## config.mk

```make
export PLATFORM = sky130hd
export DESIGN_NAME = lom_front
export DESIGN_NICKNAME = d
export VERILOG_FILES = /design/src/sv/limit_order_matcher_top_defines.svh /design/src/sv/lom_pkg.sv /design/src/sv/lom_front.sv
export SDC_FILE = /design/constraint.sdc
export NUM_CORES = 1
export LEC_CHECK = 0
export BUFFER_PORTS_ARGS = -buffer_cell sky130_fd_sc_hd__buf_2
export CORE_MARGIN = 5
export CORE_UTILIZATION = 50
export CTS_CLUSTER_DIAMETER = 60
export DETAILED_ROUTE_END_ITERATION = 12
export MAX_ROUTING_LAYER = met4
export PLACE_DENSITY = 0.83
export SLEW_MARGIN = 0
export SYNTH_ARGS = -nofsm -noshare
export SYNTH_HDL_FRONTEND = slang
export SYNTH_SLANG_ARGS = --single-unit
```

## constraint.sdc

```tcl
create_clock -name clk -period 4.3 [get_ports clk]
set_input_delay 0 -clock clk [delete_from_list [all_inputs] [get_ports clk]]
set_output_delay 0 -clock clk [all_outputs]
set_load 0.005 [all_outputs]
```

## src/sv/limit_order_matcher_top_defines.svh

```systemverilog
// Assertion helpers for the order matcher
`ifndef LIMIT_ORDER_MATCHER_TOP_DEFINES_SVH
`define LIMIT_ORDER_MATCHER_TOP_DEFINES_SVH

// implication checked on every edge outside reset
`define LOM_ASSERT_IMP(label, ante, cons, msg) \
	label: assert property (@(posedge clk) disable iff (!arst_n) (ante) |-> (cons)) \
		else $error(msg);

// next-cycle implication checked outside reset
`define LOM_ASSERT_NEXT(label, ante, cons, msg) \
	label: assert property (@(posedge clk) disable iff (!arst_n) (ante) |=> (cons)) \
		else $error(msg);

`endif

```

## src/sv/lom_pkg.sv

```systemverilog
package lom_pkg;

	localparam int ORDERS_PER_SIDE = 32;
	localparam int IDX_W = $clog2(ORDERS_PER_SIDE);
	localparam int CNT_W = $clog2(ORDERS_PER_SIDE + 1);
	localparam int PRICE_W = 32;
	localparam int QTY_W = 24;
	localparam int SEQ_W = 32;

	localparam logic [1:0] ST_TRADE = 2'd0;
	localparam logic [1:0] ST_DONE = 2'd1;
	localparam logic [1:0] ST_FULL = 2'd2;

	// one order word as queued between front and engine
	typedef struct packed {
		logic               side;
		logic [PRICE_W-1:0] limit;
		logic [QTY_W-1:0]   qty;
		logic               zero;
	} order_t;

endpackage

```

## src/sv/lom_front.sv

```systemverilog
module lom_front
	import lom_pkg::*;
(
	input  logic               clk,
	input  logic               arst_n,
	input  logic               in_valid,
	output logic               in_ready,
	input  logic               side,
	input  logic [PRICE_W-1:0] limit_price,
	input  logic [QTY_W-1:0]   order_qty,
	output logic               q_valid,
	input  logic               q_pop,
	output order_t             q_word
);

	order_t     fifo_q [2];
	logic       wr_ptr_q;
	logic       rd_ptr_q;
	logic [1:0] count_q;
	logic       push;
	logic       pop;

	assign in_ready = (count_q != 2'd2);
	assign push = in_valid && in_ready;
	assign q_valid = (count_q != 2'd0);
	assign pop = q_pop && q_valid;
	assign q_word = fifo_q[rd_ptr_q];

	// classify and store the incoming word
	always_ff @(posedge clk) begin
		if (push) begin
			fifo_q[wr_ptr_q] <= '{side: side, limit: limit_price, qty: order_qty,
				zero: (order_qty == '0)};
		end
	end

	// queue pointers
	always_ff @(posedge clk or negedge arst_n) begin
		if (!arst_n) begin
			wr_ptr_q <= 1'b0;
			rd_ptr_q <= 1'b0;
			count_q <= 2'd0;
		end else begin
			if (push) wr_ptr_q <= !wr_ptr_q;
			if (pop) rd_ptr_q <= !rd_ptr_q;
			count_q <= count_q + {1'b0, push} - {1'b0, pop};
		end
	end

endmodule

```

==> results.json <==
{
  "status": "finished, final reports clean",
  "synth_edf_count": 116,
  "critPathRequiredTime_ns": 4.30,
  "final_cell_mix": "buf_2, edfxtp_1, dlygate4sd3_1, mux2_2, clkbuf_16",
  "internal_power_mw": 2.99,
  "h-tree-depth": 4,
  "area_growth_pct": 42.2,
  "yosysUniqueCellTypes": 21,
  "cp_cell_sequence": "buf_4, mux2_2, buf_2",
  "p_switching_mw": 1.10,
  "fin_ws_ns": 1.91,
  "met3_usage": 0.0506,
  "syn-num-nets": 274,
  "antenna_found_initial": 0,
  "drtAntennaViolNets": 0,
  "use_met2": 0.312,
  "dp.cells": 437,
  "syn_inst": 212,
  "hpwlAfterDp_mm": 5.72,
  "powerDensity_mw_per_mm2": 639,
  "finalClockSkew_ns": 0.00527,
  "layout_commonest_cell": "buf_2",
  "ys.flop_type": "edfxtp_1",
  "hold_path.class": "in2reg",
  "clk_latency_ns": 0.49,
  "cts_setup_buffers": 0,
  "seqCellArea_sq_mm": 0.00358,
  "fmax_ghz": 0.418,
  "p_seq_frac": 0.423,
  "async_flop_share": 0.0333,
  "max_cap_violations": 0,
  "first_pass_iters": 4,
  "fin_crit_ns": 2.39,
  "setup_viol": 0,
  "cts_hold_buffers": 61,
  "p_leak_nw": 2.46,
  "nets": 471,
  "wl_mm": 9.60,
  "path_max_fanout": 32,
  "r2r-end": "fifo_q[0][37]",
  "r2r_slack_ns": 2.06,
  "synth_warnings": 0,
  "critPathMaxStageDelay_ns": 0.79,
  "num_vias": 2685,
  "gp_congestion": 0.734,
  "cts_tree": "yes",
  "rsz0062_at_grt": "false",
  "routedWlPerCell_um": 18.1,
  "grt_pass1_wl_mm": 15.3,
  "crit_family": "flip-flops",
  "end_kind": "output port",
  "fillCellCount": 531,
  "vias_per_cell": 5.07,
  "final-hold-violation-count": 0,
  "cp.depth": 3,
  "cp.arrival_ns": 2.39,
  "post-place-ws_ns": 2.03,
  "synth.avg_cell_area_sq_um": 21.2,
  "finish.utilization": 0.730,
  "switching_share": 0.269,
  "tightest_slew_ns": 1.08,
  "rows": 34,
  "instances_no_fill": 530,
  "netlist_area_sq_mm": 0.00450,
  "yosys_register_bits": 120,
  "dieArea_sq_mm": 0.0110,
  "initial_core_util": 0.514,
  "rr_worst_depth": 4,
  "track_usage": 0.184,
  "r2r_start": "count_q[0]",
  "cts.sinks": 120,
  "comb_power_share": 0.255,
  "num_antenna_cells": 0,
  "startpoint": "rd_ptr_q",
  "yosysSeqAreaShare": 0.796,
  "criticalPathCategory": "reg2out",
  "tns_ns": 0,
  "relSlewSlack": 0.281,
  "drc_errors": 0,
  "power_mw": 4.09,
  "die_h_um": 105,
  "clockPowerShare": 0.322,
  "ir_worst_vdd_uv": 545,
  "start_kind": "flop",
  "io-pin-count": 121,
  "multiInputGateArea_sq_um": 872,
  "critPathSlowestCell": "dfrtp_2",
  "path_clk_slew_ns": 0.06,
  "drive_gt1_frac": 0.519,
  "ctsResizeCount": 0,
  "critPathBufInv": 2,
  "gr-total-overflow": 0,
  "cts-root-buf": "clkbuf_8",
  "core_sq_mm": 0.00876,
  "fp.dieW_um": 105,
  "first_iter_violations": 80,
  "finalMaxSlewViolations": 0,
  "cts_made_buffers": 17,
  "use_met1": 0.212,
  "busiest_layer": "met2",
  "fin_crit_sh": 0.557,
  "port_buffers": 120,
  "grt_max_degree": 46,
  "clockBufferDepth": 2,
  "grt_pass1_vias": 2999,
  "crit_end": "q_word[11]"
}
-- metrics by stage --
| stage | hold WS, ns | instance area [sq um] |
|---|---|---|
| finish | 0.226 | 6400 |
| global route | 0.219 | 6400 |
| detailed placement | -0.185 | 5220 |
| CTS | 0.200 | 6400 |
| floorplan | -0.296 | 4500 |
| global placement | -0.190 | 5220 |
-- worst min-delay path by stage --
| stage | startpoint | end | slack [ns] | cells after the start |
|---|---|---|---|---|
| floorplan | arst_n | count_q[0] | -0.30 | 0 |
| global placement | arst_n | wr_ptr_q | -0.19 | 1 |
| detailed placement | arst_n | count_q[0] | -0.19 | 1 |
| CTS | limit_price[4] | fifo_q[0][29] | 0.20 | 2 |
| global route | side | fifo_q[1][57] | 0.22 | 2 |
| finish | limit_price[7] | fifo_q[0][32] | 0.23 | 2 |
-- routing by layer --
layer  wire [um]  vias to the layer above
met3         574                       18
met1        3790                     1312
met5           0                        -
met2        5090                      111
met4         150                        0
li1            -                     1244
-- final cells by class --
type	instances	area share
Timing Repair Buffer	185	0.194
Clock inverter	15	0.0239
Sequential cell	120	0.560
Tap cell	108	0.0211
Clock buffer	17	0.0647
Multi-Input combinational cell	85	0.136
-- power groups by stage --
stage	combinational (mW)	sequential, mW	clock, mW
finish	1.04	1.73	1.32
global route	1.12	1.75	1.39
CTS	1.05	1.73	1.34
detailed placement	1.00	1.75	0
global placement	0.986	1.73	0
floorplan	0.664	1.68	0
-- sequential cells by signal (all words and copies together), names as in the netlist --
register and count:
fifo_q 116, rd_ptr_q 1, wr_ptr_q 1, count_q 2
-- synth_stat cells, drive strengths merged, types with 3 or more instances --
master / instances / share of area
buf: 7 / 0.012
nor2: 4 / 0.0033
nand2: 3 / 0.0025
nor4: 6 / 0.0083
mux2: 58 / 0.15
xnor2: 3 / 0.0058
edfxtp: 116 / 0.77
dfrtp: 4 / 0.022
-- cells by family after synthesis --
family                   synth area share
AO/OA/AOI/OAI                     0.00528
XOR/XNOR                          0.00584
adder cells (fa/ha/maj)           0.00278
buffers and inverters              0.0120
flip-flops                          0.796
multiplexers                        0.153
AND/OR/NAND/NOR                    0.0247
(Power assumes the default switching activity.)
